$ cat config.mk
export PLATFORM = sky130hd
export DESIGN_NAME = time_of_day_text_parser_core
export DESIGN_NICKNAME = d
export VERILOG_FILES = /design/src/rtl/core/tdp_pkg.sv /design/src/rtl/core/tdp_parse.sv /design/src/rtl/core/tdp_out_reg.sv /design/src/rtl/core/time_of_day_text_parser_core.sv
export SDC_FILE = /design/constraint.sdc
export NUM_CORES = 1
export LEC_CHECK = 0
export ABC_CLOCK_PERIOD_IN_PS = 4270
export BUFFER_PORTS_ARGS = -buffer_cell sky130_fd_sc_hd__buf_2
export CAP_MARGIN = 20
export CELL_PAD_IN_SITES_DETAIL_PLACEMENT = 0
export CELL_PAD_IN_SITES_GLOBAL_PLACEMENT = 2
export CORE_UTILIZATION = 33
export DETAILED_ROUTE_END_ITERATION = 6
export PLACE_DENSITY_LB_ADDON = 0.1
export SETUP_SLACK_MARGIN = 0.3
export SKIP_LAST_GASP = 1
export SLEW_MARGIN = 20
export SYNTH_ARGS = -nofsm -noshare
export SYNTH_HDL_FRONTEND = slang
export SYNTH_SLANG_ARGS = --single-unit
$ cat constraint.sdc
create_clock -name aclk -period 4.27 [get_ports aclk]
set_clock_uncertainty 0.1 [all_clocks]
set_input_delay 0.427 -clock aclk [delete_from_list [all_inputs] [get_ports aclk]]
set_output_delay 0.427 -clock aclk [all_outputs]
set_load 0.03 [all_outputs]
$ cat src/rtl/core/tdp_pkg.sv
// time-of-day text parser: shared types, widths and character codes
// used by all modules of the parser core; no dependencies
`timescale 1ns / 1ps
`default_nettype none

package tdp_pkg;

    // field widths
    localparam int CHAR_W   = 8;
    localparam int HOUR_W   = 5;
    localparam int MIN_W    = 6;
    localparam int SEC_W    = 6;
    localparam int ACC_W    = 7;
    localparam int M_DATA_W = 24;

    // range limits and noon
    localparam logic [ACC_W-1:0] HOUR_MAX   = 7'd23;
    localparam logic [ACC_W-1:0] MINSEC_MAX = 7'd59;
    localparam logic [ACC_W-1:0] NOON       = 7'd12;

    // separator after reset is a colon
    localparam logic [CHAR_W-1:0] SEP_RESET = 8'h3A;

    // character codes
    localparam logic [CHAR_W-1:0] CH_ZERO  = 8'h30;
    localparam logic [CHAR_W-1:0] CH_NINE  = 8'h39;
    localparam logic [CHAR_W-1:0] CH_LO_A  = 8'h61;
    localparam logic [CHAR_W-1:0] CH_UP_A  = 8'h41;
    localparam logic [CHAR_W-1:0] CH_LO_P  = 8'h70;
    localparam logic [CHAR_W-1:0] CH_UP_P  = 8'h50;

    // suffix kinds
    localparam logic [1:0] SUF_NONE = 2'd0;
    localparam logic [1:0] SUF_AM   = 2'd1;
    localparam logic [1:0] SUF_PM   = 2'd2;

    // field selectors
    localparam logic [1:0] FLD_HOUR = 2'd0;
    localparam logic [1:0] FLD_MIN  = 2'd1;
    localparam logic [1:0] FLD_SEC  = 2'd2;

    // one parsed time
    typedef struct packed {
        logic              valid_res;
        logic [HOUR_W-1:0] hour;
        logic [MIN_W-1:0]  minute;
        logic [SEC_W-1:0]  second;
    } tdp_res_t;

endpackage

`default_nettype wire

$ cat src/rtl/core/tdp_parse.sv
// time-of-day text parser: per-string parse state and the per-character update
// with the end-of-string range check; depends on tdp_pkg
`timescale 1ns / 1ps
`default_nettype none

module tdp_parse (
    input  wire                        aclk,
    input  wire                        aresetn,
    input  wire                        step,
    input  wire [tdp_pkg::CHAR_W-1:0]  char_code,
    input  wire                        is_last,
    input  wire [tdp_pkg::CHAR_W-1:0]  sep_char,
    output tdp_pkg::tdp_res_t          res
);
    import tdp_pkg::*;

    logic [1:0]       field_reg,  field_next;
    logic [1:0]       dcount_reg, dcount_next;
    logic [ACC_W-1:0] hour_reg,   hour_next;
    logic [ACC_W-1:0] min_reg,    min_next;
    logic [ACC_W-1:0] sec_reg,    sec_next;
    logic [1:0]       suf_reg,    suf_next;
    logic             err_reg,    err_next;
    logic             start_reg;

    logic             is_digit, is_am, is_pm, is_sep;
    logic [ACC_W-1:0] digit;
    logic [ACC_W-1:0] cur_acc, acc_upd;
    logic             ok;

    // character classes
    assign is_digit = (char_code >= CH_ZERO) && (char_code <= CH_NINE);
    assign is_am    = (char_code == CH_LO_A) || (char_code == CH_UP_A);
    assign is_pm    = (char_code == CH_LO_P) || (char_code == CH_UP_P);
    assign is_sep   = !is_digit && !is_am && !is_pm && (char_code == sep_char);
    assign digit    = ACC_W'(char_code - CH_ZERO);

    // accumulator of the current field times ten plus the digit
    always_comb begin
        case (field_reg)
            FLD_HOUR: cur_acc = hour_reg;
            FLD_MIN:  cur_acc = min_reg;
            default:  cur_acc = sec_reg;
        endcase
        acc_upd = ACC_W'({cur_acc, 3'b000} + {cur_acc, 1'b0} + {3'b000, digit});
    end

    // next parse state for this character
    always_comb begin
        field_next  = field_reg;
        dcount_next = dcount_reg;
        hour_next   = hour_reg;
        min_next    = min_reg;
        sec_next    = sec_reg;
        suf_next    = suf_reg;
        err_next    = err_reg;
        if (is_digit) begin
            if (dcount_reg >= 2'd2) begin
                err_next = 1'b1;
            end else begin
                case (field_reg)
                    FLD_HOUR: hour_next = acc_upd;
                    FLD_MIN:  min_next  = acc_upd;
                    default:  sec_next  = acc_upd;
                endcase
            end
            if (dcount_reg != 2'd3) begin
                dcount_next = dcount_reg + 2'd1;
            end
        end else if (is_am || is_pm) begin
            if (!is_last || start_reg || dcount_reg == 2'd0) begin
                err_next = 1'b1;
            end else begin
                suf_next = is_am ? SUF_AM : SUF_PM;
            end
        end else if (is_sep) begin
            if (start_reg || dcount_reg == 2'd0 || field_reg >= FLD_SEC) begin
                err_next = 1'b1;
            end else begin
                field_next  = field_reg + 2'd1;
                dcount_next = 2'd0;
            end
        end else begin
            err_next = 1'b1;
        end
    end

    // range check and 12-hour conversion on the finished string
    always_comb begin
        ok = !err_next && dcount_next != 2'd0 && dcount_next != 2'd3
             && hour_next <= HOUR_MAX && min_next <= MINSEC_MAX
             && sec_next <= MINSEC_MAX
             && !(suf_next != SUF_NONE && hour_next > NOON);
        res = '0;
        if (ok) begin
            res.valid_res = 1'b1;
            res.minute    = min_next[MIN_W-1:0];
            res.second    = sec_next[SEC_W-1:0];
            if (suf_next == SUF_AM && hour_next == NOON) begin
                res.hour = '0;
            end else if (suf_next == SUF_PM && hour_next < NOON) begin
                res.hour = HOUR_W'(hour_next + NOON);
            end else begin
                res.hour = hour_next[HOUR_W-1:0];
            end
        end
    end

    // state register, cleared after the last character of a string
    always_ff @(posedge aclk) begin
        if (!aresetn || (step && is_last)) begin
            field_reg  <= FLD_HOUR;
            dcount_reg <= 2'd0;
            hour_reg   <= '0;
            min_reg    <= '0;
            sec_reg    <= '0;
            suf_reg    <= SUF_NONE;
            err_reg    <= 1'b0;
            start_reg  <= 1'b1;
        end else if (step) begin
            field_reg  <= field_next;
            dcount_reg <= dcount_next;
            hour_reg   <= hour_next;
            min_reg    <= min_next;
            sec_reg    <= sec_next;
            suf_reg    <= suf_next;
            err_reg    <= err_next;
            start_reg  <= 1'b0;
        end
    end

endmodule

`default_nettype wire

$ cat src/rtl/core/tdp_out_reg.sv
// time-of-day text parser: result register holding one parsed time until taken
// depends on tdp_pkg
`timescale 1ns / 1ps
`default_nettype none

module tdp_out_reg (
    input  wire                aclk,
    input  wire                aresetn,
    input  wire                load,
    input  wire tdp_pkg::tdp_res_t res_in,
    input  wire                m_tready,
    output logic               m_tvalid,
    output logic               free,
    output tdp_pkg::tdp_res_t  res_out
);
    import tdp_pkg::*;

    logic     valid_reg;
    tdp_res_t res_reg;

    assign free     = !valid_reg || m_tready;
    assign m_tvalid = valid_reg;
    assign res_out  = res_reg;

    // valid flag
    always_ff @(posedge aclk) begin
        if (!aresetn) begin
            valid_reg <= 1'b0;
        end else if (load) begin
            valid_reg <= 1'b1;
        end else if (m_tready) begin
            valid_reg <= 1'b0;
        end
    end

    // payload
    always_ff @(posedge aclk) begin
        if (load) begin
            res_reg <= res_in;
        end
    end

endmodule

`default_nettype wire

$ cat src/rtl/core/time_of_day_text_parser_core.sv
// time-of-day text parser core: input word register, parser and result register
// depends on tdp_pkg, tdp_parse and tdp_out_reg
//
// usage:
//   s_tdata carries one character (ascii byte) per word, s_tlast marks the
//   final character of a time string (forms H, H:M, H:M:S, optional a/p suffix)
//   one result word follows each string: m_tuser is 1 for a legal time and
//   m_tdata holds hour, minute, second in 24-hour form (all zero when illegal)
//   cfg_data sets the field separator byte; cfg_ready is always high and the
//   separator should only change while no string is in flight
// timing:
//   a character is registered on acceptance and parsed the next cycle; the
//   parse state updates as each character leaves the input register and the
//   last character's result is loaded into the result register; one character
//   is taken every cycle while no final character waits for the result register
// reset:
//   aresetn low clears the parse state, both valid flags and sets the
//   separator back to a colon
// back pressure:
//   while a result waits, non-final characters keep flowing; a final character
//   waits in the input register until the result register frees up
`timescale 1ns / 1ps
`default_nettype none

module time_of_day_text_parser_core (
    input  wire                              aclk,
    input  wire                              aresetn,
    // configuration
    input  wire                              cfg_valid,
    output logic                             cfg_ready,
    input  wire [tdp_pkg::CHAR_W-1:0]        cfg_data,      // separator_char
    // character input
    input  wire                              s_tvalid,
    output logic                             s_tready,
    input  wire [tdp_pkg::CHAR_W-1:0]        s_tdata,       // [7:0] char_code
    input  wire                              s_tlast,       // is_last
    // parsed time output
    output logic                             m_tvalid,
    input  wire                              m_tready,
    output logic [tdp_pkg::M_DATA_W-1:0]     m_tdata,       // [4:0] hour, [10:5] minute,
                                                            // [16:11] second, [23:17] zero
    output logic                             m_tuser        // valid_res
);
    import tdp_pkg::*;

    logic [CHAR_W-1:0] sep_reg;
    logic              in_valid_reg;
    logic [CHAR_W-1:0] in_char_reg;
    logic              in_last_reg;
    logic              out_free;
    logic              advance;
    tdp_res_t          parse_res;
    tdp_res_t          out_res;

    // separator register
    assign cfg_ready = 1'b1;
    always_ff @(posedge aclk) begin
        if (!aresetn) begin
            sep_reg <= SEP_RESET;
        end else if (cfg_valid) begin
            sep_reg <= cfg_data;
        end
    end

    // a registered word moves on unless it ends a string and the result is blocked
    assign advance  = in_valid_reg && (!in_last_reg || out_free);
    assign s_tready = !in_valid_reg || advance;

    // input word register
    always_ff @(posedge aclk) begin
        if (!aresetn) begin
            in_valid_reg <= 1'b0;
        end else if (s_tready) begin
            in_valid_reg <= s_tvalid;
        end
    end

    always_ff @(posedge aclk) begin
        if (s_tready && s_tvalid) begin
            in_char_reg <= s_tdata;
            in_last_reg <= s_tlast;
        end
    end

    tdp_parse u_parse (
        .aclk      (aclk),
        .aresetn   (aresetn),
        .step      (advance),
        .char_code (in_char_reg),
        .is_last   (in_last_reg),
        .sep_char  (sep_reg),
        .res       (parse_res)
    );

    tdp_out_reg u_out (
        .aclk     (aclk),
        .aresetn  (aresetn),
        .load     (advance && in_last_reg),
        .res_in   (parse_res),
        .m_tready (m_tready),
        .m_tvalid (m_tvalid),
        .free     (out_free),
        .res_out  (out_res)
    );

    // output word packing
    assign m_tuser = out_res.valid_res;
    assign m_tdata = {(M_DATA_W - HOUR_W - MIN_W - SEC_W)'(0),
                      out_res.second, out_res.minute, out_res.hour};

endmodule

`default_nettype wire

Word level (Yosys, flattened, before mapping)
Cells that the tools add are included.
{"block": "word_totals", "regBits": 66, "wordCells": 121, "inputBits": 22}
{"block": "classes", "eq_ne": 11, "reduce_logical": 44, "n_lt_le_gt_ge": 9, "add_sub_neg": 6, "mux": 30, "n_bitwise": 4}
{"op": "two-way mux 7 bit", "n": 9}
{"op": "== test 8 x 7 -> 1 bit, second input constant", "n": 4}
{"op": "two-way mux 18 bit", "n": 1}
{"op": "two-way mux 2 bit", "n": 9}
{"op": "logical AND 1 bit", "n": 16}
{"op": "adder 7 bit", "n": 2}
{"op": "less-or-equal comparator 7 x 6 -> 1 bit, second input constant", "n": 2}
{"op": "case mux 6 bit (2 select lines)", "n": 1}
{"op": "logical OR 1 bit", "n": 11}
{"op": "two-way mux 5 bit", "n": 2}
{"op": "zero test 1 bit", "n": 9}
{"op": "== test 8 bit", "n": 1}
{"op": "greater-or-equal comparator 8 x 6 -> 1 bit, second input constant", "n": 1}
{"op": "less-or-equal comparator 8 x 6 -> 1 bit, second input constant", "n": 1}
{"op": "two-way mux 1 bit", "n": 8}
{"op": "== test 7 x 4 -> 1 bit, second input constant", "n": 1}
{"op": "greater-than comparator 7 x 4 -> 1 bit, second input constant", "n": 1}
{"op": "less-or-equal comparator 7 x 5 -> 1 bit, second input constant", "n": 1}
{"op": "less-than comparator 7 x 4 -> 1 bit, second input constant", "n": 1}
{"op": "subtractor 7 x 6 -> 7 bit, second input constant", "n": 1}
{"op": "nonzero test 2 bit", "n": 3}
{"op": "adder 5 x 4 -> 5 bit, second input constant", "n": 1}
{"op": "AND reduction 5 bit", "n": 1}
{"op": "adder 2 x 1 -> 2 bit, second input constant", "n": 2}
{"op": "7 further kinds", "n": 15}

Depth between registers and ports, before layout
Gate-level depths: netlist of run 1.
{"block": "logic_depth", "depth_word": 18, "mapped_depth": 19, "ltp_nobuf": 18}

Cells and area by module
Synthesis of run 1 repeated with hierarchy kept, for this count alone.
{"block": "unflattened", "cells_unflattened": 379, "hier_area_um2": 3967.6}
{"module": "tdp_parse", "n_inst": 1, "area_per_inst_um2": 2673.8, "cells_each": 305}
{"module": "time_of_day_text_parser_core", "n_inst": 1, "area_per_inst_um2": 704.4, "cells_each": 52}
{"module": "tdp_out_reg", "n_inst": 1, "area_per_inst_um2": 589.3, "cells_each": 22}

Worst setup path after synthesis of run 1
No wires, ideal clock.
{"block": "synth_path", "path_type": "register to register", "startpoint": "register u_parse.field_reg[1]", "endpoint": "register u_out.res_reg (netlist bit u_out.res_out[10]), data pin", "setup_ns": 0.136, "period_less_slack_ns": 4.492, "path_stages_with_launch": 18, "arrival_ns": 4.256, "path_slack_ns": -0.222, "n_path_buf": 1, "path_cell_list": "dfxtp_1 > inv_1 > ha_1 > or2_2 > o21ai_0 > fa_1 > inv_1 > ha_1 > ha_1 > fa_1 > xor2_1 > and4_2 > a211oi_1 > o221ai_1 > a211oi_2 > o2111ai_4 > buf_6 > nor2_2"}
{"block": "synth_between", "elab_chain_len": 13}
{"item": "start: declaration", "line_no": "tdp_parse.sv:17", "rtl": "logic [1:0] field_reg, field_next;"}
{"item": "start signal: assignment", "line_no": "tdp_parse.sv:121", "rtl": "field_reg <= field_next;"}
{"item": "branches (longest 13 deep; another with adder 7 bit)"}
{"item": "end signal: assignment", "line_no": "tdp_out_reg.sv:39", "rtl": "res_reg <= res_in;"}
{"item": "end: declaration", "line_no": "tdp_out_reg.sv:19", "rtl": "tdp_res_t res_reg;"}
Several ways; the timed one is not identified.
A chain may end at the register's enable or synchronous reset.

Worst setup path after layout of run 1
{"block": "layout_path", "startpoint": "register u_parse.field_reg[0]", "endpoint": "register u_out.res_reg (netlist bit u_out.res_out[1]), data pin"}
The elaborated chain is that of the path after synthesis.

==> flow_summary_export.csv, run 1 <==
group,metric,value,unit
status,outcome,"finished, final reports clean",
critical_path,worstReg2RegEnd,"u_out.res_out[1]",
critical_path,r2r_cells,18,
detailed_routing,drc,0,
final_layout,largest_reg_flops,18,
place,dpl_worst_slack,-0.226,ns
power,switching_power,441,uW
timing,finalCritPeriodShare,0.990,
logic_synthesis,yosys.area.top_type,"edfxtp_1",
detailed_routing,drt_first_iter_violations,112,
logic_synthesis,syn_area,0.00388,sq mm
grt,top_usage_layer,"met2",
logic_synthesis,synth_seq_cells,66,
critical_path,timing.rr.start,"u_parse.field_reg[0]",
detailed_routing,firstDrtPassIters,4,
logic_synthesis,synth_edf_count,27,
final_layout,fin_nets,504,
critical_path,cpPeakStageDelay,0.45,ns
floorplanning,die_y,110,um
clock_network,clockBufferDepth,2,
critical_path,slowest_stage,"fa_2",
clock_network,cts_tree,"done",
final_layout,multi_input_area,0.00227,sq mm
grt,antenna_found_initial,0,
clock_network,insertion_delay,0.34,ns
critical_path,crit_type,"register to register",
logic_synthesis,synth_flop_cell,"dfxtp_1",
power,intPower,1310,uW
critical_path,critPathCapture,"u_out.res_out[1]",
detailed_routing,vias,3068,
floorplanning,fp.coreArea,0.0114,sq mm
critical_path,start_kind,"register",
critical_path,crit_chain,"inv_4 > ha_4 > buf_6 > or2_4 > o21ai_4 > fa_2 > inv_2 > ha_4 > ha_4 > fa_2 > xnor2_2 > nor3b_2 > o31ai_2 > o221ai_1 > a211oi_2 > o2111ai_4 > buf_6 > nor2_2",
clock_network,clk_pin_slew,0.05,ns
timing,relSlewSlack,0.317,
run,drv_cap,0,
floorplanning,dieArea,0.0122,sq mm
floorplanning,start_util,0.340,
logic_synthesis,yosysMostFrequentCell,"dfxtp_1",
logic_synthesis,synth_top_area_frac,0.209,
logic_synthesis,synth_cell_types,65,
timing,fin_ws,0.0434,ns
timing,drv_slew,0,
power,p_seq_frac,0.393,
timing,setup_viol,0,
critical_path,crit_fanout,7,
grt,first_global_vias,3051,
min_path,hold_class,"input pin to register",
logic_synthesis,async_reset_ff_frac,0,
power,clkPwrFrac,0.455,
final_layout,regArea,0.00160,sq mm
grt,met2_usage,0.305,
power,p_per_area,358,mW/mm^2
critical_path,cp_common_cell,"ha_4",
clock_network,cts_hold_buffers,0,
detailed_routing,antenna_left,0,
timing,hold_viol_final,0,
timing,worst_pin_slew,1.02,ns
critical_path,startpoint,"u_parse.field_reg[0]",
logic_synthesis,syn_area_per_cell,9.77,sq um
critical_path,crit_cells,18,
grt,groute.usage.overall,0.179,
critical_path,critPathRequiredTime,4.37,ns
floorplanning,ios,50,
timing,fmax,0.237,GHz
critical_path,end_kind,"register",
final_layout,fill_cells,1146,
critical_path,cp_top_family,"adder cells",
grt,grt.overflow.total,0,
logic_synthesis,yosys-top-cells-count,"dfxtp_1 (39), nand2_1 (37), nor2_1 (36), a21oi_1 (27), edfxtp_1 (27)",
logic_synthesis,postSynthCellCount,397,
timing,period_minus_slack,4.23,ns
logic_synthesis,yosysSeqAreaShare,0.410,
place,gp_congestion,0.779,
detailed_routing,totalWireLength,10300,um
final_layout,drive_gt1_frac,0.315,
detailed_routing,via_per_inst,5.04,
power,switching_share,0.251,
grt,grt_use_met3,0.0329,
final_layout,num_antenna_cells,0,
critical_path,rrSetupSlack,0.04,ns
floorplanning,die_x,110,um
logic_synthesis,synth_warnings,0,
power,power.total,1760,uW
power,p_comb_frac,0.153,
critical_path,cp.arrival,4.33,ns
power,vdd_drop_max,0.000242,V
timing,grt_setup_unrepaired,"true",
final_layout,final_core_util,0.429,
detailed_routing,wire_per_inst,16.9,um
grt,grt_max_degree,20,
clock_network,htree_levels,3,
floorplanning,rows,39,
power,p_leak,0.00195,uW
logic_synthesis,synth_area_leaders,"edfxtp_1 (21%), dfxtp_1 (20%), mux2i_1 (6.5%)",
place,hpwl,7800,um
place,portBuffers,41,
clock_network,cts.sinks,66,
grt,grt_pass1_wl,16900,um
clock_network,cts_buffers,9,
critical_path,path_buf_inv,4,
grt,use_met1,0.224,
final_layout,area_growth,26.3,%
clock_network,cts-root-buf,"clkbuf_16",
[layout by cell type (no fill, tap or decap), types with 10 or more instances in the layout]
cell type	n
a21oi_1	25
buf_2	41
buf_4	25
dfxtp_1	37
edfxtp_1	27
inv_1	13
mux2i_1	25
nand2_1	37
nor2_1	32
nor2_2	10
o21ai_0	14
[per-layer routing]
layer  share of wire  routed length [um]
met1            0.46                4780
met2            0.50                5110
met3           0.027                 276
met4           0.015                 150
met5               0                   0
[through the flow]
step	std cells	hold slack (ns)	instance area (sq um)	TNS [ns]
finish	609	0.159	4900	0
global route	609	0.150	4900	-2.54
CTS	609	0.147	4880	0
detailed placement	585	0.341	4410	-2.90
global placement	584	0.328	4390	-2.71
floorplan	403	0.318	4030	0
[area by class of cell]
class                           instances  share of cell area
Multi-Input combinational cell        294               0.464
Sequential cell                        66               0.326
Timing Repair Buffer                   71              0.0925
Clock buffer                           13              0.0511
Tap cell                              143              0.0365
Inverter                               19              0.0161
Clock inverter                          3              0.0133
[worst register-to-register path, cell delays in order, from the launching register on]
cell and delay (ns):
dfxtp_4 0.40, inv_4 0.06, ha_4 0.17, buf_6 0.11, or2_4 0.25, o21ai_4 0.15
fa_2 0.45, inv_2 0.08, ha_4 0.20, ha_4 0.16, fa_2 0.40, xnor2_2 0.18
nor3b_2 0.08, o31ai_2 0.23, o221ai_1 0.16, a211oi_2 0.32, o2111ai_4 0.27, buf_6 0.23
nor2_2 0.08
[worst min-delay path by stage]
| stage | startpoint | end | slack [ns] | cells past startpoint |
|---|---|---|---|---|
| 2_1_floorplan | u_parse.start_reg | u_parse.start_reg | 0.32 | 1 |
| 3_3_place_gp | u_parse.start_reg | u_parse.start_reg | 0.33 | 1 |
| 3_5_place_dp | u_parse.start_reg | u_parse.start_reg | 0.34 | 1 |
| 4_1_cts | s_tdata[0] | in_char_reg[0] | 0.15 | 1 |
| 5_1_grt | s_tdata[1] | in_char_reg[1] | 0.15 | 1 |
| 6_report | s_tdata[0] | in_char_reg[0] | 0.16 | 1 |
[power by group through the flow]
stage / registers [uW] / logic (uW) / clock network, uW
after floorplan: 701 / 168 / 0
after global placement: 702 / 246 / 0
after detailed placement: 703 / 248 / 0
after CTS: 689 / 272 / 817
after global routing: 692 / 292 / 844
final: 689 / 268 / 799
[logic make-up (layout without fill, tap and decap cells)]
group / after synthesis / count (layout) / synth area share
AND/OR/NAND/NOR: 135 / 135 / 0.185
AO/OA/AOI/OAI: 88 / 88 / 0.157
flip-flops: 66 / 66 / 0.410
buffers and inverters: 43 / 106 / 0.0635
multiplexers: 25 / 25 / 0.0645
adder cells (fa/ha/maj): 21 / 21 / 0.0755
XOR/XNOR: 17 / 17 / 0.0419
other: 2 / 8 / 0.00194
[repair_timing]
item / CTS / global route
pin swaps: 30 / 5
cloned: 1 / 0
gates resized for setup: 23 / 3
buffers inserted: 7 / 0
endpoints found under the setup margin: 18 / 18
(Power assumes the default switching activity.)
==> run 2, diff against run 1 <==
Settings changed: PLACE_DENSITY_LB_ADDON 0.1 to 0.08.
==> run 2 against run 1 <==
  * The run now ends with setup timing left
  * Non-clock buffer count rose by 4
  * Design area increased by 2.1%
  * Global-route usage rose by 0.71 points
  * Combinational power about the same
  * Sequential power about the same
  * Utilization is 0.92 points higher
  * Cell count rose by 0.66%
  * Via count grew 1.8%
  * Fmax down 1.4%
  * Critical path type unchanged
  * Critical endpoint is now u_out.res_out[6]
  * Largest power group unchanged
==> flow_summary_export.csv, run 2 (synthesis gave the netlist of run 1 again) <==
group,metric,value,unit
detailed_routing,drc,0,
detailed_routing,firstDrtPassIters,4,
timing,drv_slew,0,
final_layout,layout_common_cells,"buf_2 (41), dfxtp_1 (37), nand2_1 (36)",
timing,fmax,0.233,GHz
grt,antenna_found_initial,0,
place,dpl_cell_area,0.00439,sq mm
grt,grt.overflow.total,0,
grt,groute.usage.overall,0.186,
min_path,hold_class,"input pin to register",
detailed_routing,antenna_left,0,
final_layout,area_growth,29.0,%
clock_network,cts-root-buf,"clkbuf_16",
timing,worst_pin_slew,1.00,ns
final_layout,num_antenna_cells,0,
floorplanning,start_util,0.340,
timing,fin_ws,-0.0161,ns
status,outcome,"complete, but fails checks",
grt,grt_pass1_wl,17200,um
critical_path,crit_type,"register to register",
timing,relSlewSlack,0.328,
floorplanning,rows,39,
final_layout,drive_gt1_frac,0.330,
min_path,min_from,"s_tlast",
final_layout,final_common_cell,"buf_2",
clock_network,cts_buffers,9,
min_path,hold_depth,1,
detailed_routing,via_per_inst,5.09,
clock_network,cts_tree,"done",
timing,grt_setup_unrepaired,"true",
critical_path,rrSetupSlack,-0.02,ns
timing,period_minus_slack,4.29,ns
place,portBuffers,41,
power,p_leak,0.00198,uW
critical_path,r2r_cells,19,
final_layout,largest_reg_flops,18,
final_layout,fill_cells,1159,
grt,grt_max_degree,29,
final_layout,fin_nets,508,
timing,hold_viol_final,0,
final_layout,final_area,0.00500,sq mm
power,vdd_drop_max,0.000149,V
clock_network,insertion_delay,0.34,ns
floorplanning,die_y,110,um
detailed_routing,totalWireLength,10600,um
place,gp_congestion,0.816,
floorplanning,dieArea,0.0122,sq mm
critical_path,worstReg2RegEnd,"u_out.res_out[6]",
clock_network,clk_pin_slew,0.05,ns
critical_path,crit_fanout,7,
run,drv_cap,0,
floorplanning,fp.coreArea,0.0114,sq mm
clock_network,clockBufferDepth,2,
detailed_routing,wire_per_inst,17.3,um
detailed_routing,drt_first_iter_violations,103,
clock_network,cts.sinks,66,
status,violations,"setup timing",
clock_network,htree_levels,3,
timing,holdWs,0.162,ns
place,hpwl,7770,um
critical_path,critPathRequiredTime,4.37,ns
timing,setup_viol,11,
critical_path,cp.arrival,4.39,ns
critical_path,start_kind,"register",
power,p_per_area,344,mW/mm^2
critical_path,timing.rr.start,"u_parse.field_reg[0]",
critical_path,end_kind,"register",
timing,finalCritPeriodShare,1.00,
detailed_routing,vias,3122,
floorplanning,ios,50,
critical_path,startpoint,"u_parse.field_reg[0]",
floorplanning,die_x,110,um
grt,first_global_vias,3202,
min_path,min_to,"in_last_reg",
==> run 2: critical path, stage by stage (launching register included) <==
cell and delay [ns]:
dfxtp_4 0.40, inv_4 0.06, ha_4 0.17, buf_6 0.11, or2_4 0.26, o21ai_4 0.15
fa_2 0.45, inv_2 0.08, ha_4 0.20, ha_4 0.17, fa_2 0.40, xnor2_2 0.18
nor3b_2 0.09, nor3_2 0.21, o221ai_1 0.17, a211oi_2 0.32, o2111ai_4 0.20, buf_12 0.18
buf_16 0.15, nor2_4 0.09
==> run 2: worst max-delay path by stage <==
stage	depth (start not counted)	endpoint	slack, ns
2_1_floorplan	18	u_out.res_out[10]	0.27
3_3_place_gp	15	u_out.res_out[15]	-0.29
3_5_place_dp	17	u_out.res_out[2]	-0.20
4_1_cts	19	u_out.res_out[1]	0.01
5_1_grt	19	u_out.res_out[4]	-0.19
6_report	19	u_out.res_out[6]	-0.02
==> run 2: where the power goes <==
group          switching (uW)  internal (uW)
clock                     265            499
sequential               17.4            672
combinational             154            116
==> run 2: routing by layer <==
layer | global-route usage | part of all wire | vias to the layer above
met5 | 0 | 0 | -
met4 | 0.0862 | 0.024 | 0
met3 | 0.0329 | 0.035 | 18
met2 | 0.325 | 0.50 | 76
met1 | 0.220 | 0.44 | 1483
li1 | - | - | 1545
==> run 2: final cells by class <==
cell class                      count  area (sq um)  area share
Inverter                           19          86.3      0.0173
Tap cell                          143           179      0.0358
Multi-Input combinational cell    294          2320       0.463
Clock buffer                       14           274      0.0548
Timing Repair Buffer               75           513       0.103
Sequential cell                    66          1600       0.320
Clock inverter                      2          35.0     0.00700
==> run 2: timing repair <==
action                     4_1_cts  5_1_grt
cloned                           1        0
buffers inserted                10        3
setup endpoints to repair       18       18
pin swaps                       19        4
hold buffers                     0        0
resized for setup               32        7
==> run 2: stage by stage <==
stage / std cells / setup slack [ns] / power, uW / util / TNS [ns]
floorplan: 403 / 0.272 / 869 / - / 0
global placement: 583 / -0.288 / 951 / 0.384 / -2.82
detailed placement: 583 / -0.202 / 950 / 0.384 / -2.79
global route: 613 / -0.190 / 1800 / 0.438 / -2.83
CTS: 610 / 0.0143 / 1750 / 0.434 / 0
finish: 613 / -0.0161 / 1720 / 0.438 / -0.133
==> run 3, diff against run 2 <==
Settings changed: CELL_PAD_IN_SITES_DETAIL_PLACEMENT 0 to 1, CELL_PAD_IN_SITES_GLOBAL_PLACEMENT 2 to 1, CORE_UTILIZATION 33 to 41, SETUP_SLACK_MARGIN 0.3 to 0.05.
==> run 3 against run 2 <==
  * The run now ends clean
  * Wire length is 4.5% higher
  * Via count is 2.5% higher
  * Sequential power hardly changed
  * Power is 12% lower
  * Setup slack better by 0.031 ns
  * Count of clock-buffer cells in the layout is 4 lower
==> flow_summary_export.csv, run 3 (synthesis gave the netlist of run 1 again) <==
group,metric,value,unit
status,outcome,"finished, final reports clean",
final_layout,final_area,0.00483,sq mm
detailed_routing,drt_first_iter_violations,82,
detailed_routing,totalWireLength,11100,um
critical_path,crit_fanout,7,
timing,relSlewSlack,0.286,
clock_network,cts.sinks,66,
final_layout,num_antenna_cells,0,
grt,first_global_vias,3417,
final_layout,layout_common_cells,"buf_2 (41), nand2_1 (37), dfxtp_1 (37)",
grt,antenna_found_initial,0,
place,dpl_cell_area,0.00426,sq mm
detailed_routing,vias,3199,
place,hpwl,8010,um
critical_path,crit_type,"register to register",
clock_network,insertion_delay,0.35,ns
place,portBuffers,41,
timing,worst_pin_slew,1.07,ns
power,vdd_drop_max,0.000130,V
timing,grt_setup_unrepaired,"true",
timing,setup_viol,0,
floorplanning,dieArea,0.00985,sq mm
clock_network,cts-root-buf,"clkbuf_8",
final_layout,final_common_cell,"buf_2",
critical_path,timing.rr.start,"u_parse.field_reg[0]",
floorplanning,die_x,99.3,um
min_path,min_from,"s_tdata[5]",
clock_network,cts_tree,"done",
final_layout,fin_nets,504,
power,p_leak,0.00190,uW
min_path,hold_depth,1,
critical_path,end_kind,"register",
min_path,hold_class,"input pin to register",
grt,grt_pass1_wl,17800,um
timing,holdWs,0.145,ns
critical_path,cp.arrival,4.37,ns
detailed_routing,firstDrtPassIters,4,
place,gp_congestion,0.883,
detailed_routing,wire_per_inst,19.2,um
timing,finalCritPeriodShare,0.997,
floorplanning,rows,35,
detailed_routing,via_per_inst,5.54,
run,drv_cap,0,
power,power.total,1520,uW
critical_path,worstReg2RegEnd,"u_out.res_out[13]",
power,p_per_area,314,mW/mm^2
clock_network,clk_pin_slew,0.09,ns
critical_path,rrSetupSlack,0.01,ns
grt,grt.overflow.total,0,
detailed_routing,drc,0,
critical_path,critPathRequiredTime,4.38,ns
critical_path,start_kind,"register",
min_path,min_to,"in_char_reg[5]",
floorplanning,start_util,0.422,
timing,fmax,0.235,GHz
grt,grt_max_degree,29,
floorplanning,die_y,99.3,um
grt,groute.usage.overall,0.238,
timing,hold_viol_final,0,
floorplanning,fp.coreArea,0.00920,sq mm
clock_network,clockBufferDepth,2,
critical_path,startpoint,"u_parse.field_reg[0]",
clock_network,htree_levels,3,
final_layout,largest_reg_flops,18,
timing,drv_slew,0,
clock_network,cts_buffers,9,
final_layout,fill_cells,1036,
final_layout,final_core_util,0.526,
floorplanning,ios,50,
final_layout,area_growth,24.6,%
timing,period_minus_slack,4.26,ns
detailed_routing,antenna_left,0,
critical_path,r2r_cells,17,
final_layout,drive_gt1_frac,0.328,
## run 3: changes by cell type in the layout (fill, tap and decap cells not counted), moves of 2 or more
cell	change
clkbuf_1	-2
buf_4	-4
clkinvlp_4	+3
a21oi_4	+2
inv_2	+2
clkbuf_16	-8
a21oi_2	-2
clkbuf_8	+7
## run 3: how the worst max path moves through the flow
stage,to,cells past startpoint
finish,u_out.res_out[13],17
floorplan,u_out.res_out[10],17
detailed placement,u_out.res_out[4],19
global placement,u_out.res_out[15],17
global route,u_out.res_out[3],17
CTS,u_out.res_out[16],19
## run 3: critical path: stages (launching register included)
cell       delay [ns]
dfxtp_4          0.36
buf_4            0.14
ha_4             0.17
a221o_1          0.35
o21ai_4          0.08
fa_2             0.46
inv_2            0.10
ha_4             0.21
ha_4             0.16
fa_2             0.41
xor2_2           0.17
and4_4           0.20
a211oi_2         0.17
o221ai_2         0.13
a211oi_2         0.32
o2111ai_4        0.25
clkbuf_16        0.25
nor2_4           0.09
## run 3: final cells by class
type | instances | area (sq um) | share of cell area
sequential | 66 | 1600 | 0.330
tap | 111 | 139 | 0.0287
inverter | 19 | 73.8 | 0.0153
clock buffer | 10 | 138 | 0.0285
clock inverter | 6 | 66.3 | 0.0137
timing repair buffer | 71 | 480 | 0.0994
multi-input combinational | 294 | 2340 | 0.484
## run 3: per-layer routing
| metal | routed length (um) | global-route usage | vias to the layer above |
|---|---|---|---|
| met1 | 4800 | 0.280 | 1571 |
| met5 | 0 | 0 | - |
| met3 | 300 | 0.0337 | 28 |
| met2 | 5650 | 0.432 | 64 |
| li1 | - | - | 1536 |
| met4 | 335 | 0.102 | 0 |
## run 3: what timing repair did
action | in CTS | in global routing
gates resized for setup | 46 | 11
endpoints found under the hold margin | 0 | 0
setup buffers | 10 | 0
hold buffers | 0 | 0
endpoints found under the setup margin | 18 | 18
gates cloned | 1 | 0
pin swaps | 27 | 10
## run 3: where the power goes
part           switching (uW)  leakage (uW)  internal [uW]  total [uW]
Sequential               17.8      0.000592            671         689
Combinational             159       0.00122            118         278
Clock                     266     0.0000945            286         552
## run 3: per-stage QoR
step	TNS, ns	setup slack (ns)	cells
3_5_place_dp	-4.62	-0.305	550
3_3_place_gp	-1.08	-0.119	550
2_1_floorplan	0	0.0500	403
4_1_cts	-0.462	-0.0497	577
6_report	0	0.0146	577
5_1_grt	-1.78	-0.125	577
